$ cat config.mk
export PLATFORM = sky130hd
export DESIGN_NAME = packet_sequence_loss_monitor
export DESIGN_NICKNAME = d
export VERILOG_FILES = /design/src/hw/rtl/pslm_pkg.sv /design/src/hw/rtl/pslm_state.sv /design/src/hw/rtl/packet_sequence_loss_monitor.sv
export SDC_FILE = /design/constraint.sdc
export NUM_CORES = 2
export LEC_CHECK = 0
export BUFFER_PORTS_ARGS = -buffer_cell sky130_fd_sc_hd__buf_4
export CORE_MARGIN = 3
export CORE_UTILIZATION = 45
export DETAILED_ROUTE_END_ITERATION = 12
export GPL_ROUTABILITY_DRIVEN = 1
export PLACE_DENSITY = 0.65
export RECOVER_POWER = 25
export SYNTH_ARGS = -nofsm -noshare
export SYNTH_HDL_FRONTEND = slang
export SYNTH_SLANG_ARGS = --single-unit
$ cat constraint.sdc
create_clock -name clk_i -period 15.6 [get_ports clk_i]
set_input_delay 0.78 -clock clk_i [delete_from_list [all_inputs] [get_ports clk_i]]
set_output_delay 0.78 -clock clk_i [all_outputs]
set_load 0.02 [all_outputs]
$ cat src/hw/rtl/pslm_pkg.sv
// ----------------------------------------------------------------------------
// Packet sequence loss monitor package
// Widths and the structs passed between the stage logic and the state core.
// ----------------------------------------------------------------------------
package pslm_pkg;

  localparam int unsigned SeqW = 64;
  localparam int unsigned CntW = 64;

  typedef enum logic {
    KIND_PACKET = 1'b0,
    KIND_CLOSE  = 1'b1
  } kind_e;

  // Item handed to the state core in the cycle it leaves the input stage
  typedef struct packed {
    logic            valid;
    kind_e           kind;
    logic [SeqW-1:0] seq;
  } pslm_cmd_t;

  typedef struct packed {
    logic            out_of_order;
    logic [SeqW-1:0] highest_seen;
    logic [CntW-1:0] interval_received;
    logic [CntW-1:0] interval_misordered;
    logic [CntW-1:0] interval_lost;
    logic [CntW-1:0] total_received;
    logic [CntW-1:0] total_misordered;
    logic [CntW-1:0] total_lost;
  } pslm_result_t;

endpackage

$ cat src/hw/rtl/pslm_state.sv
// ----------------------------------------------------------------------------
// Packet sequence loss monitor state core
// Holds the flow counters and forms the result of the item being committed.
// ----------------------------------------------------------------------------
module pslm_state
  import pslm_pkg::*;
(
  input  logic         clk_i,
  input  logic         rst_ni,
  input  pslm_cmd_t    cmd_i,
  output pslm_result_t result_o
);

  logic [SeqW-1:0] highest_q, highest_d;
  logic [CntW-1:0] irecv_q, irecv_d;
  logic [CntW-1:0] iooo_q, iooo_d;
  logic [CntW-1:0] trecv_q, trecv_d;
  logic [CntW-1:0] tooo_q, tooo_d;
  logic [CntW-1:0] tloss_q, tloss_d;
  logic [CntW-1:0] last_loss_q, last_loss_d;

  logic [SeqW-1:0] expected;
  logic            is_expected;
  logic            is_above;
  logic [CntW:0]   tloss_diff;
  logic [CntW-1:0] tloss_new;
  logic [CntW:0]   iloss_diff;
  logic [CntW-1:0] iloss_new;

  assign expected    = highest_q + SeqW'(1);
  assign is_expected = (cmd_i.seq == expected);
  assign is_above    = (cmd_i.seq > expected);

  // Saturate both losses at zero: the borrow bit flags a negative difference
  assign tloss_diff = {1'b0, highest_q} - {1'b0, trecv_q};
  assign tloss_new  = tloss_diff[CntW] ? '0 : tloss_diff[CntW-1:0];
  assign iloss_diff = {1'b0, tloss_new} - {1'b0, last_loss_q};
  assign iloss_new  = iloss_diff[CntW] ? '0 : iloss_diff[CntW-1:0];

  always_comb begin
    highest_d   = highest_q;
    irecv_d     = irecv_q;
    iooo_d      = iooo_q;
    trecv_d     = trecv_q;
    tooo_d      = tooo_q;
    tloss_d     = tloss_q;
    last_loss_d = last_loss_q;
    case (cmd_i.kind)
      KIND_PACKET: begin
        irecv_d = irecv_q + CntW'(1);
        trecv_d = trecv_q + CntW'(1);
        if (is_expected || is_above) begin
          highest_d = cmd_i.seq;
        end
        if (!is_expected) begin
          iooo_d = iooo_q + CntW'(1);
          tooo_d = tooo_q + CntW'(1);
        end
      end
      KIND_CLOSE: begin
        irecv_d     = '0;
        iooo_d      = '0;
        tloss_d     = tloss_new;
        last_loss_d = tloss_new;
      end
      default: begin
        highest_d = highest_q;
      end
    endcase
  end

  always_comb begin
    result_o.highest_seen     = highest_d;
    result_o.total_received   = trecv_d;
    result_o.total_misordered = tooo_d;
    result_o.total_lost       = tloss_d;
    if (cmd_i.kind == KIND_CLOSE) begin
      // Report the interval figures as they stood before the clear
      result_o.out_of_order        = 1'b0;
      result_o.interval_received   = irecv_q;
      result_o.interval_misordered = iooo_q;
      result_o.interval_lost       = iloss_new;
    end else begin
      result_o.out_of_order        = !is_expected;
      result_o.interval_received   = irecv_d;
      result_o.interval_misordered = iooo_d;
      result_o.interval_lost       = '0;
    end
  end

  always_ff @(posedge clk_i or negedge rst_ni) begin
    if (!rst_ni) begin
      highest_q   <= '0;
      irecv_q     <= '0;
      iooo_q      <= '0;
      trecv_q     <= '0;
      tooo_q      <= '0;
      tloss_q     <= '0;
      last_loss_q <= '0;
    end else if (cmd_i.valid) begin
      highest_q   <= highest_d;
      irecv_q     <= irecv_d;
      iooo_q      <= iooo_d;
      trecv_q     <= trecv_d;
      tooo_q      <= tooo_d;
      tloss_q     <= tloss_d;
      last_loss_q <= last_loss_d;
    end
  end

endmodule

$ cat src/hw/rtl/packet_sequence_loss_monitor.sv
// ----------------------------------------------------------------------------
// Packet sequence loss monitor
// Counts receptions, misordering and loss of one flow's sequence numbers.
// ----------------------------------------------------------------------------
//   channel | direction | handshake             | payload
//   --------+-----------+-----------------------+------------------------------
//   in      | input     | in_valid_i/in_ready_o | kind_i, seq_number_i
//   out     | output    | out_valid_o/out_ready_i | out_of_order_o .. total_lost_o
//
// One item per cycle sustained while results are taken; each item passes the
// input register, then the state update into the result register.
// Throughput is set by the single 64-bit compare/increment pass of the state core.
// Reset clears all counters and the highest sequence number to zero.
// A stalled result holds the result register; the input register still takes
// one more item, after which in_ready_o drops until the result is taken.
// ----------------------------------------------------------------------------
module packet_sequence_loss_monitor
  import pslm_pkg::*;
(
  input  logic            clk_i,
  input  logic            rst_ni,
  input  logic            in_valid_i,
  output logic            in_ready_o,
  input  logic            kind_i,
  input  logic [SeqW-1:0] seq_number_i,
  output logic            out_valid_o,
  input  logic            out_ready_i,
  output logic            out_of_order_o,
  output logic [SeqW-1:0] highest_seen_o,
  output logic [CntW-1:0] interval_received_o,
  output logic [CntW-1:0] interval_misordered_o,
  output logic [CntW-1:0] interval_lost_o,
  output logic [CntW-1:0] total_received_o,
  output logic [CntW-1:0] total_misordered_o,
  output logic [CntW-1:0] total_lost_o
);

  logic            in_valid_q;
  kind_e           kind_q;
  logic [SeqW-1:0] seq_q;
  logic            advance;
  pslm_cmd_t       cmd;
  pslm_result_t    result;
  pslm_result_t    result_q;
  logic            out_valid_q;

  // Advance the held item whenever the result register is free or draining
  assign advance    = in_valid_q && (!out_valid_q || out_ready_i);
  assign in_ready_o = !in_valid_q || advance;

  assign cmd.valid = advance;
  assign cmd.kind  = kind_q;
  assign cmd.seq   = seq_q;

  pslm_state u_state (
    .clk_i    (clk_i),
    .rst_ni   (rst_ni),
    .cmd_i    (cmd),
    .result_o (result)
  );

  always_ff @(posedge clk_i or negedge rst_ni) begin
    if (!rst_ni) begin
      in_valid_q  <= 1'b0;
      out_valid_q <= 1'b0;
    end else begin
      if (in_ready_o) begin
        in_valid_q <= in_valid_i;
      end
      if (advance) begin
        out_valid_q <= 1'b1;
      end else if (out_ready_i) begin
        out_valid_q <= 1'b0;
      end
    end
  end

  always_ff @(posedge clk_i) begin
    if (in_valid_i && in_ready_o) begin
      kind_q <= kind_e'(kind_i);
      seq_q  <= seq_number_i;
    end
    if (advance) begin
      result_q <= result;
    end
  end

  assign out_valid_o           = out_valid_q;
  assign out_of_order_o        = result_q.out_of_order;
  assign highest_seen_o        = result_q.highest_seen;
  assign interval_received_o   = result_q.interval_received;
  assign interval_misordered_o = result_q.interval_misordered;
  assign interval_lost_o       = result_q.interval_lost;
  assign total_received_o      = result_q.total_received;
  assign total_misordered_o    = result_q.total_misordered;
  assign total_lost_o          = result_q.total_lost;

endmodule

==> results.ini <==
[place]
gp_congestion = 0.936
port_buffers = 519
hpwl_um = 116000

[synth]
ys.flop_type = edfxtp_1
synth_top_area_share = 0.294
synth-edff-count = 514
synthTopCellsByArea = edfxtp_1, dfrtp_1, xnor2_1
synth.distinct_cells = 86
synth_warnings = 0
synth_nets = 5332
postSynthCellCount = 5063
ys_seq_area_frac = 0.509
ys_seq_elements = 964
synth_most_common_cell = edfxtp_1
async_reset_ff_frac = 0.467
synth_area_um2 = 52500
synth_area_per_cell_um2 = 10.4
ys_top_cells_by_count = edfxtp_1, nand2_1, dfrtp_1, nor2_1, xnor2_1
yosysTopAreaCell = edfxtp_1

[detailed_routing]
drt-total-wl_um = 157000
firstDrtPassIters = 5
route.met2.wl_um = 71400
avgRoutedWirePerCell_um = 22.2
routed-wl-met3_um = 10400
ant_nets = 0
top_layer = met4
drt-initial-drc-count = 3553
remaining_drc_errors = 0
via_per_inst = 5.68
wirelength_met1_um = 69800
num_vias = 40100

[die]
initial_utilization = 0.456
core-area_um2 = 115000
rows = 124
die_h_um = 347
die_w_um = 347
boundaryPins = 520
design.die.area_um2 = 121000

[setup_path]
crit_fanout = 118
slowest_delay_ns = 4.02
slowest_stage = clkinvlp_2
path_common_cell = buf_4
endpoint_kind = flop
path_cells = nand2b_1 -> nand2_1 -> clkinvlp_2 -> buf_4 -> buf_4
worstSetupPathType = flop to flop
crit_arrival_ns = 8.20
crit_required_ns = 15.92
startpoint_type = flop

[global_routing]
grt_max_degree = 208
grt_pass1_wl_um = 238000
grt_pass1_vias = 38900
grt.total_usage = 0.254
antenna_found_initial = 4
grt-ovfl-total = 0

[final_layout]
drive_gt1_frac = 0.157
syn_to_final_growth_pct = 15.9
fin_nets = 5737

[sta]
min_period_ns = 7.87
hold_viol_final = 0
hold_slack_ns = 0.286
tns_ns = 0
rsz0062_at_grt = false
tightest_slew_ns = 5.15
skew_ns = 0.0247
finalMaxSlewViolations = 438
maxSlewHeadroom = -2.45
min_period_over_period = 0.505
max_freq_mhz = 127
setup_violations = 0

[job]
maxCapViolations = 6

[clocking]
hold_buffers = 0
clock_latency_ns = 0.70
cts_buffer_depth = 3
clockRootBuffer = clkbuf_16
cts_resized = 0
cts-htree-levels = 3
cts_setup_buffers = 0
cts_tree = built
path_clk_slew_ns = 0.06
cts_buffers = 103
cts_sinks = 964

[power_and_ir_drop]
peakVddDrop_v = 0.000139
leakagePower_nw = 25.1
power.density_nw_per_um2 = 209

[min_path]
hold_path.class = input pin to flop

[run_status]
outcome = finished, violations left
violations = capacitance limit, slew limit

## critical path: cells and delay by family (launching register included)
kind                   cells  cell delay (ns)
buffers and inverters      3             6.36
DFF                        1             0.37
and+or+nand+nor            2             0.56
## final cells by class
class / instances / area, um2
Antenna cell: 2 / 5.00
Clock buffer: 135 / 2860
Clock inverter: 60 / 762
Fill cell: 10200 / 54200
Inverter: 191 / 719
Multi-Input combinational cell: 3644 / 24100
Sequential cell: 964 / 26700
Tap cell: 1512 / 1890
Timing Repair Buffer: 564 / 3810
## per-stage QoR
step / total power, mW / util / worst slack, ns / cells / cell area [um2]
after detailed placement: 10.1 / 0.502 / 8.40 / 6875 / 57700
after global placement: 10.1 / 0.502 / 8.52 / 6875 / 57700
final: 12.7 / 0.529 / 7.73 / 7072 / 60800
after global routing: 13.5 / 0.529 / 6.55 / 7070 / 60800
after CTS: 12.8 / 0.533 / 8.35 / 7070 / 61300
after floorplan: 7.96 / - / 0.708 / 5063 / 52500
## cells by family (layout without fill, tap and decap cells)
family,after synthesis,count (layout),synth area share
simple gates,1772,1772,0.161
flops,964,964,0.509
compound gates,870,870,0.103
xor+xnor,542,542,0.0905
buf+inv,455,950,0.0336
mux,260,260,0.0547
fa+ha+maj,200,200,0.0480
other cells,0,2,0
## cells in the final DEF, fill, tap and decap left out, drive strengths merged, types with 33 or more instances in the layout
cell type and instances:
a21o 94, a21oi 247, and2 39, and3 77, buf 379, clkbuf 320, clkinv 33, dfrtp 450
edfxtp 514, ha 198, inv 195, mux2 212, mux2i 48, nand2 506, nand3 161, nand4 159
nor2 429, nor3 205, o21ai 236, o22ai 38, o31ai 45, or3 33, xnor2 313, xor2 229
## where the power goes
| part | switching, mW | total (mW) | internal (mW) |
|---|---|---|---|
| logic | 3.94 | 6.30 | 2.36 |
| clock network | 1.07 | 2.62 | 1.55 |
| registers | 0.479 | 3.81 | 3.34 |
## per-layer routing
| layer | GRT usage | up-vias |
|---|---|---|
| met5 | 0 | - |
| met4 | 0.0889 | 0 |
| met3 | 0.0382 | 209 |
| met2 | 0.403 | 1333 |
| met1 | 0.358 | 19700 |
| li1 | - | 18900 |
## path summary, 6_finish.rpt
check / start / end / slack (ns) / cells after the start
worst max-delay path: out_valid_o / interval_lost_o[18] / 7.73 / 5
worst min-delay path: seq_number_i[45] / seq_q[45] / 0.29 / 1
worst max register to register: out_valid_o / interval_lost_o[18] / 7.73 / 5
worst min register to register: u_state.tloss_q[24] / u_state.tloss_q[24] / 0.47 / 2
max in group asynchronous: rst_ni / u_state.last_loss_q[18] / 7.96 / 4
min in group asynchronous: rst_ni / u_state.tooo_q[51] / 1.79 / 1
Note: power is estimated with default switching activity, not from simulation.
